`src/hw/rtl/uer_pkg.sv`:
```
`default_nettype none

package uer_pkg;

   // Default build parameters.
   localparam int READINGS_DEF   = 5;
   localparam int WIDTH_BITS_DEF = 18;

   // Microsecond ticks of echo per centimeter of distance.
   localparam int CM_DIVISOR = 58;

   // Field widths.
   localparam int TRIG_W   = 8;
   localparam int HOLD_W   = 20;
   localparam int DIST_W   = 17;
   localparam int CSR_AW   = 1;
   localparam int CSR_DW   = 20;
   localparam int REQ_DW   = 8;
   localparam int RSP_DW   = 24;

   // Largest distance that the result field can carry.
   localparam logic [DIST_W-1:0] DIST_MAX = '1;

   // Register reset values.
   localparam logic [TRIG_W-1:0] TRIG_RESET = 8'd20;
   localparam logic [HOLD_W-1:0] HOLD_RESET = 20'd50000;

   // Configuration register indexes.
   localparam logic [CSR_AW-1:0] CSR_TRIG_WIDTH = 1'd0;
   localparam logic [CSR_AW-1:0] CSR_HOLDOFF    = 1'd1;

   // Measurement sequencer phases.
   typedef enum logic [2:0] {
      PH_IDLE,
      PH_TRIG,
      PH_RISE,
      PH_MEAS,
      PH_HOLD
   } phase_type;

   // Strobes from the sequencer to the averaging unit.
   typedef struct packed {
      logic clear;
      logic add;
      logic capture;
   } avg_ctl_type;

   // Per-tick status bits, as they stand after the tick.
   typedef struct packed {
      logic trig;
      logic busy;
      logic done;
      logic saturated;
   } ctrl_res_type;

endpackage

`default_nettype wire

```
`src/hw/rtl/uer_avg.sv`:
```
`default_nettype none

module uer_avg #(
   parameter int READINGS   = uer_pkg::READINGS_DEF,
   parameter int WIDTH_BITS = uer_pkg::WIDTH_BITS_DEF
) (
   input  wire                           clock,
   input  wire                           reset,
   input  wire                           step,
   input  wire uer_pkg::avg_ctl_type     ctl,
   output logic [uer_pkg::DIST_W-1:0]    distance_next
);
   import uer_pkg::*;

   // The running total of echo widths times 16 is kept as a quotient and a
   // remainder of the divisor. Each echo tick adds 16, which is below the
   // divisor, so one compare and subtract keeps the remainder in range.
   localparam int DIVISOR = CM_DIVISOR * READINGS;
   localparam int RW      = $clog2(DIVISOR);

   logic [WIDTH_BITS-1:0] quot_ff, quot_in;
   logic [RW-1:0]         rem_ff, rem_in;
   logic [DIST_W-1:0]     last_ff, last_in;
   logic [RW:0]           rem_sum;
   logic [DIST_W-1:0]     dist_clamp;

   always_comb begin
      rem_sum = {1'b0, rem_ff} + (RW+1)'(16);
      quot_in = quot_ff;
      rem_in  = rem_ff;
      if (ctl.clear) begin
         quot_in = '0;
         rem_in  = '0;
      end else if (ctl.add) begin
         if (rem_sum >= (RW+1)'(DIVISOR)) begin
            rem_in  = RW'(rem_sum - (RW+1)'(DIVISOR));
            quot_in = quot_ff + WIDTH_BITS'(1);
         end else begin
            rem_in  = RW'(rem_sum);
         end
      end
   end

   // Saturate the average to the result field.
   always_comb begin
      if (32'(quot_ff) > 32'(DIST_MAX)) begin
         dist_clamp = DIST_MAX;
      end else begin
         dist_clamp = DIST_W'(quot_ff);
      end
      last_in       = ctl.capture ? dist_clamp : last_ff;
      distance_next = last_in;
   end

   always_ff @(posedge clock) begin
      if (reset) begin
         quot_ff <= '0;
         rem_ff  <= '0;
         last_ff <= '0;
      end else if (step) begin
         quot_ff <= quot_in;
         rem_ff  <= rem_in;
         last_ff <= last_in;
      end
   end

endmodule

`default_nettype wire

```
`src/hw/rtl/uer_ctrl.sv`:
```
`default_nettype none

module uer_ctrl #(
   parameter int READINGS   = uer_pkg::READINGS_DEF,
   parameter int WIDTH_BITS = uer_pkg::WIDTH_BITS_DEF
) (
   input  wire                           clock,
   input  wire                           reset,
   input  wire                           step,
   input  wire                           start_req,
   input  wire                           echo,
   input  wire  [uer_pkg::TRIG_W-1:0]    trig_width,
   input  wire  [uer_pkg::HOLD_W-1:0]    holdoff,
   output uer_pkg::avg_ctl_type          avg_ctl,
   output uer_pkg::ctrl_res_type         res
);
   import uer_pkg::*;

   localparam int CW = $clog2(READINGS + 1);
   localparam logic [WIDTH_BITS-1:0] WIDTH_MAX = '1;

   phase_type             phase_ff, phase_in;
   logic [HOLD_W-1:0]     timer_ff, timer_in;
   logic [WIDTH_BITS-1:0] width_ff, width_in;
   logic [CW-1:0]         count_ff, count_in;
   logic                  sat_ff, sat_in;
   logic [TRIG_W-1:0]     trig_len;

   // State register, advanced once per tick.
   always_ff @(posedge clock) begin
      if (reset) begin
         phase_ff <= PH_IDLE;
         timer_ff <= '0;
         width_ff <= '0;
         count_ff <= '0;
         sat_ff   <= 1'b0;
      end else if (step) begin
         phase_ff <= phase_in;
         timer_ff <= timer_in;
         width_ff <= width_in;
         count_ff <= count_in;
         sat_ff   <= sat_in;
      end
   end

   // Next state and per-tick outputs.
   always_comb begin
      trig_len = (trig_width == '0) ? TRIG_W'(1) : trig_width;
      phase_in = phase_ff;
      timer_in = timer_ff;
      width_in = width_ff;
      count_in = count_ff;
      sat_in   = sat_ff;
      avg_ctl  = '0;
      res      = '0;

      unique case (phase_ff)
         PH_TRIG: begin
            if (timer_ff >= HOLD_W'(trig_len)) begin
               phase_in = PH_RISE;
            end else begin
               timer_in = timer_ff + HOLD_W'(1);
               res.trig = 1'b1;
            end
         end
         PH_RISE: begin
            // The first high sample already counts as one tick of width.
            if (echo) begin
               phase_in    = PH_MEAS;
               width_in    = WIDTH_BITS'(1);
               avg_ctl.add = 1'b1;
            end
         end
         PH_MEAS: begin
            if (echo) begin
               if (width_ff != WIDTH_MAX) begin
                  width_in    = width_ff + WIDTH_BITS'(1);
                  avg_ctl.add = 1'b1;
                  if (width_in == WIDTH_MAX) begin
                     sat_in = 1'b1;
                  end
               end
            end else begin
               count_in = count_ff + CW'(1);
               phase_in = PH_HOLD;
               timer_in = '0;
            end
         end
         PH_HOLD: begin
            if (timer_ff >= holdoff) begin
               if (count_ff >= CW'(READINGS)) begin
                  avg_ctl.capture = 1'b1;
                  res.done        = 1'b1;
                  phase_in        = PH_IDLE;
               end else begin
                  phase_in = PH_TRIG;
                  timer_in = HOLD_W'(1);
                  res.trig = 1'b1;
               end
            end else begin
               timer_in = timer_ff + HOLD_W'(1);
            end
         end
         default: begin
            // Idle, and any code that is not a phase.
            phase_in = PH_IDLE;
            if (start_req) begin
               phase_in      = PH_TRIG;
               timer_in      = HOLD_W'(1);
               width_in      = '0;
               count_in      = '0;
               sat_in        = 1'b0;
               avg_ctl.clear = 1'b1;
               res.trig      = 1'b1;
            end
         end
      endcase

      res.busy      = (phase_in != PH_IDLE);
      res.saturated = sat_in;
   end

endmodule

`default_nettype wire

```
`src/hw/rtl/ultrasonic_echo_ranger_avg_core.sv`:
```
`default_nettype none

// Ultrasonic echo ranger with averaging over several readings.
// Each request on the req_ channel is one microsecond tick: the start
// request and the sampled echo level. Each request produces exactly one
// result on the rsp_ channel with the trigger drive, busy, done, the
// average distance (centimeters, four fraction bits) and the saturation flag.
// A start in idle fires the trigger, times the echo high time, waits the
// hold-off, and repeats; after the last reading the average is reported.
// The average is built up as a running quotient while the echo is counted,
// so no divider is needed.
// A request reaches its result through the input register and then the
// result register. Throughput is one request per cycle while rsp_tready is high.
// The result register decouples the two sides; when rsp_tready is low the
// pending result holds, the input register still takes one more request,
// and req_tready then falls until the result is taken.
// Reset is synchronous: the sequencer goes idle, the stored distance clears,
// both configuration registers return to their reset values and no result
// is pending.
// The csr_ port writes a register and must only be used idle.
module ultrasonic_echo_ranger_avg_core #(
   parameter int READINGS   = uer_pkg::READINGS_DEF,
   parameter int WIDTH_BITS = uer_pkg::WIDTH_BITS_DEF
) (
   input  wire                          clock,
   input  wire                          reset,
   // Request channel.
   input  wire                          req_tvalid,
   output logic                         req_tready,
   input  wire  [uer_pkg::REQ_DW-1:0]   req_tdata,   // [0] start_req, [1] echo
   // Result channel.
   output logic                         rsp_tvalid,
   input  wire                          rsp_tready,
   // [0] trig, [1] busy_res, [2] done_res, [19:3] distance_q4, [20] saturated
   output logic [uer_pkg::RSP_DW-1:0]   rsp_tdata,
   // Configuration port.
   input  wire                          csr_we,
   input  wire  [uer_pkg::CSR_AW-1:0]   csr_addr,
   input  wire  [uer_pkg::CSR_DW-1:0]   csr_wdata
);
   import uer_pkg::*;

   logic                in_valid_ff, in_valid_in;
   logic                start_ff, echo_ff;
   logic                out_valid_ff, out_valid_in;
   logic                trig_ff, busy_ff, done_ff, sat_ff;
   logic [DIST_W-1:0]   dist_ff;
   logic [TRIG_W-1:0]   trig_width_ff;
   logic [HOLD_W-1:0]   holdoff_ff;
   logic                advance;
   avg_ctl_type         avg_ctl;
   ctrl_res_type        ctrl_res;
   logic [DIST_W-1:0]   dist_next;

   // Handshake: a held request moves on when the result register frees up.
   always_comb begin
      advance      = in_valid_ff && (!out_valid_ff || rsp_tready);
      req_tready   = !in_valid_ff || advance;
      in_valid_in  = req_tvalid || (in_valid_ff && !advance);
      out_valid_in = advance || (out_valid_ff && !rsp_tready);
   end

   always_ff @(posedge clock) begin
      if (reset) begin
         in_valid_ff  <= 1'b0;
         out_valid_ff <= 1'b0;
      end else begin
         if (req_tready) begin
            in_valid_ff <= in_valid_in;
         end
         out_valid_ff <= out_valid_in;
      end
   end

   // Input register.
   always_ff @(posedge clock) begin
      if (req_tvalid && req_tready) begin
         start_ff <= req_tdata[0];
         echo_ff  <= req_tdata[1];
      end
   end

   // Configuration registers.
   always_ff @(posedge clock) begin
      if (reset) begin
         trig_width_ff <= TRIG_RESET;
         holdoff_ff    <= HOLD_RESET;
      end else if (csr_we) begin
         unique case (csr_addr)
            CSR_TRIG_WIDTH: trig_width_ff <= csr_wdata[TRIG_W-1:0];
            CSR_HOLDOFF:    holdoff_ff    <= csr_wdata[HOLD_W-1:0];
            default:        ;
         endcase
      end
   end

   uer_ctrl #(
      .READINGS   (READINGS),
      .WIDTH_BITS (WIDTH_BITS)
   ) u_ctrl (
      .clock      (clock),
      .reset      (reset),
      .step       (advance),
      .start_req  (start_ff),
      .echo       (echo_ff),
      .trig_width (trig_width_ff),
      .holdoff    (holdoff_ff),
      .avg_ctl    (avg_ctl),
      .res        (ctrl_res)
   );

   uer_avg #(
      .READINGS   (READINGS),
      .WIDTH_BITS (WIDTH_BITS)
   ) u_avg (
      .clock         (clock),
      .reset         (reset),
      .step          (advance),
      .ctl           (avg_ctl),
      .distance_next (dist_next)
   );

   // Result register.
   always_ff @(posedge clock) begin
      if (advance) begin
         trig_ff <= ctrl_res.trig;
         busy_ff <= ctrl_res.busy;
         done_ff <= ctrl_res.done;
         sat_ff  <= ctrl_res.saturated;
         dist_ff <= dist_next;
      end
   end

   always_comb begin
      rsp_tvalid = out_valid_ff;
      rsp_tdata  = {3'b000, sat_ff, dist_ff, done_ff, busy_ff, trig_ff};
   end

endmodule

`default_nettype wire
```
`config.mk`:
```
export PLATFORM = sky130hd
export DESIGN_NAME = ultrasonic_echo_ranger_avg_core
export DESIGN_NICKNAME = d
export VERILOG_FILES = /design/src/hw/rtl/uer_pkg.sv /design/src/hw/rtl/uer_avg.sv /design/src/hw/rtl/uer_ctrl.sv /design/src/hw/rtl/ultrasonic_echo_ranger_avg_core.sv
export SDC_FILE = /design/constraint.sdc
export NUM_CORES = 1
export LEC_CHECK = 0
export ABC_AREA = 1
export BUFFER_PORTS_ARGS = -buffer_cell sky130_fd_sc_hd__buf_4
export CAP_MARGIN = 5
export CORE_MARGIN = 3
export CORE_UTILIZATION = 60
export CTS_CLUSTER_SIZE = 20
export DETAILED_ROUTE_END_ITERATION = 8
export GPL_TIMING_DRIVEN = 0
export PLACE_DENSITY = 0.81
export SLEW_MARGIN = 10
export SYNTH_ARGS = -nofsm -noshare
export SYNTH_HDL_FRONTEND = slang
export SYNTH_SLANG_ARGS = --single-unit
export TNS_END_PERCENT = 20
```
`constraint.sdc`:
```
create_clock -name clock -period 4.1 [get_ports clock]
set_clock_uncertainty 0.2 [all_clocks]
set_input_delay 0.615 -clock clock [delete_from_list [all_inputs] [get_ports clock]]
set_output_delay 0.615 -clock clock [all_outputs]
set_load 0.02 [all_outputs]
```
==> flow_summary.yaml <==
min_path:
  hp-start: "req_tdata[1]"
  hp-class: "primary input to flop"
power:
  cellPowerDensity_nw_per_um2: 385.7
  leakagePower_uw: 0.004394
  power_frac_comb_pct: 14.6
  p_int_uw: 2696
  p_seq_share_pct: 41.5
  finalPower_uw: 3695
  p_sw_uw: 998.1
  swShare_pct: 27.01
  ir_drop_mv: 0.3192
  clockPowerShare_pct: 43.9
place:
  place_area_um2: 8962
  routabilityCongestion: 0.9800
  dp_hpwl_mm: 15.65
  io_buffers: 50
yosys:
  yosysSeqAreaShare_pct: 36.53
  yosysWarnings: 0
  synth_area_per_cell_um2: 6.868
  ys_types: 43
  ys_ff_latch: 141
  synthArstFlopShare_pct: 0
  synthesis.area_um2: 8358
  synth_edf_count: 23
  synthesis.instances: 1217
  synth_flop_cell: "dfxtp_1"
floorplan:
  dieHeight_um: 124.0
  initial_core_util_pct: 62.13
  die-area_um2: 15380
  die_x_um: 124.0
  design.core.area_um2: 13450
  std_cell_rows: 42
  ioPinCount: 60
final_layout:
  most-common-layout-cells: "nand2_1, nor2_1, inv_1"
  area_delta_synth_final_pct: 14.60
  final_area_um2: 9578
  layout_commonest_cell: "nand2_1"
  nFillCells: 1135
  final_layout_size_suffix_gt1_share_pct: 9.992
  antenna_cells: 0
  final_nets: 1360
drt:
  firstDrtPassIters: 6
  wl_mm: 21.54
  drt_iter0_markers: 975
  vias: 8088
  drc: 0
  wire_per_inst_um: 14.58
  viasPerCell: 5.476
  postRouteAntennaNets: 0
status:
  run_status: "complete, no violations"
timing:
  max_clock_freq_mhz: 345.0
  min_period_ns: 2.899
  fin_crit_sh_pct: 70.70
  tightest_slew_ns: 0.6832
  max_slew_margin_pct: 54.45
  hold_viol_final: 0
  tns_ns: 0
  whs_ns: 0.1589
  slew_violations: 0
  rsz0062_at_grt: "false"
  finalSetupViolations: 0
worst_setup_path:
  worstReg2RegStart: "u_ctrl.timer_ff[15]"
  crit_path_end_kind: "flop"
  crit_arrival_ns: 2.99
  cp_max_fo: 10
  crit_path_start_kind: "flop"
  crit_required_ns: 4.19
  crit_type: "flop to flop"
  startpoint: "u_ctrl.timer_ff[15]"
global_routing:
  grt_max_degree: 31
  grt_usage_pct: 28.45
  grt.overflow.total: 0
  grt_pass1_vias: 7212
  antenna_found_initial: 0
  grt_pass1_wl_mm: 34.39
job:
  cap_violations: 0
clock_tree:
  cts_tree: "yes"
  cts_sinks: 141
  clk_root_buffer_cell: "clkbuf_16"
  clk_latency_ns: 0.43
  cts.hold.buffers_added: 0
  clockBufferDepth: 2
  clkTransAtPathRegs_ns: 0.06
  cts_buffers: 17
  ctsResizeCount: 0
  cts_setup_buffers: 0
  h-tree-depth: 4
## layout make-up
| cell class | instances | area [um2] | area share (%) |
|---|---|---|---|
| multi-input cells | 878 | 4462 | 46.58 |
| flip-flops and latches | 141 | 3053 | 31.87 |
| inverters | 149 | 559.3 | 5.839 |
| clock buffers | 20 | 446.7 | 4.664 |
| repair buffers | 50 | 375.4 | 3.919 |
| plain buffers | 51 | 292.8 | 3.057 |
| well taps | 176 | 220.2 | 2.299 |
| clock inverters | 12 | 168.9 | 1.764 |
## sequential cells by signal, summed over array words and instances (netlist names), 3 cells and up
name             cells
u_ctrl.phase_ff      3
u_ctrl.width_ff     18
u_avg.rem_ff         8
u_ctrl.timer_ff     20
u_avg.last_ff       17
u_ctrl.count_ff      3
holdoff_ff          20
dist_ff             17
trig_width_ff        8
u_avg.quot_ff       18
## cells by family (layout without fill, tap and decap cells)
kind of cell,count (synthesis),in the layout,synth area share [%]
AO/OA/AOI/OAI,168,168,10.93
XOR/XNOR,44,44,4.611
adder cells (fa/ha/maj),38,38,5.689
buffers and inverters,200,282,10.18
flip-flops,141,141,36.53
other,1,3,0.04487
AND/OR/NAND/NOR,625,625,32.02
## power groups by stage
stage | registers, uW | clock network (uW) | logic, uW
after global routing | 1540 | 1690 | 599
final | 1530 | 1620 | 539
after global placement | 1560 | 0 | 508
after detailed placement | 1560 | 0 | 526
after floorplan | 1560 | 0 | 364
after CTS | 1530 | 1630 | 531
## critical path, stage by stage, from the launching register on
cell	delay, ns
dfxtp_1	0.49
ha_1	0.31
nand2_1	0.09
inv_1	0.04
nand2_1	0.06
nand2_1	0.06
a21oi_1	0.19
nand4_2	0.20
nand2_2	0.25
inv_2	0.13
nor2_2	0.46
nand2_1	0.14
nand2_1	0.10
nor2_1	0.04
## synth_stat cells, drive strengths merged, types with 5 or more instances
cell	n	area share, %
buf	28	2.5
clkbuf	23	1.0
dfxtp	118	28
nand3	80	4.8
o21ai	63	3.8
nand2	314	14
edfxtp	23	8.3
nor3	19	1.3
inv	149	6.7
xnor2	5	0.52
ha	38	5.7
a21oi	80	4.8
xor2	39	4.1
o211ai	9	0.81
nand4	38	3.1
nor2	167	7.9
## routing by layer
layer / routed length (um) / share of wire, % / global-route usage, % / vias up
li1: - / - / - / 4071
met5: 0 / 0 / 0 / -
met1: 9404 / 44 / 38.78 / 3622
met2: 9745 / 45 / 44.85 / 350
met3: 1946 / 9.0 / 6.176 / 45
met4: 440 / 2.0 / 9.651 / 0
## through the flow
step	utilization (%)	cells	setup slack, ns
floorplan	-	1219	1.440
global placement	66.61	1445	0.8015
detailed placement	66.62	1445	1.242
CTS	71.20	1477	1.269
global route	71.20	1477	0.9685
finish	71.20	1477	1.201
## path summary, 6_finish.rpt
path | endpoint | slack, ns | depth (start not counted)
worst min register to register | holdoff_ff[13] | 0.27 | 2
worst max-delay path | u_ctrl.timer_ff[12] | 1.20 | 13
worst min-delay path | echo_ff | 0.16 | 1
worst max register to register | u_ctrl.timer_ff[12] | 1.20 | 13
No activity file was read; power rests on OpenSTA's default activity.
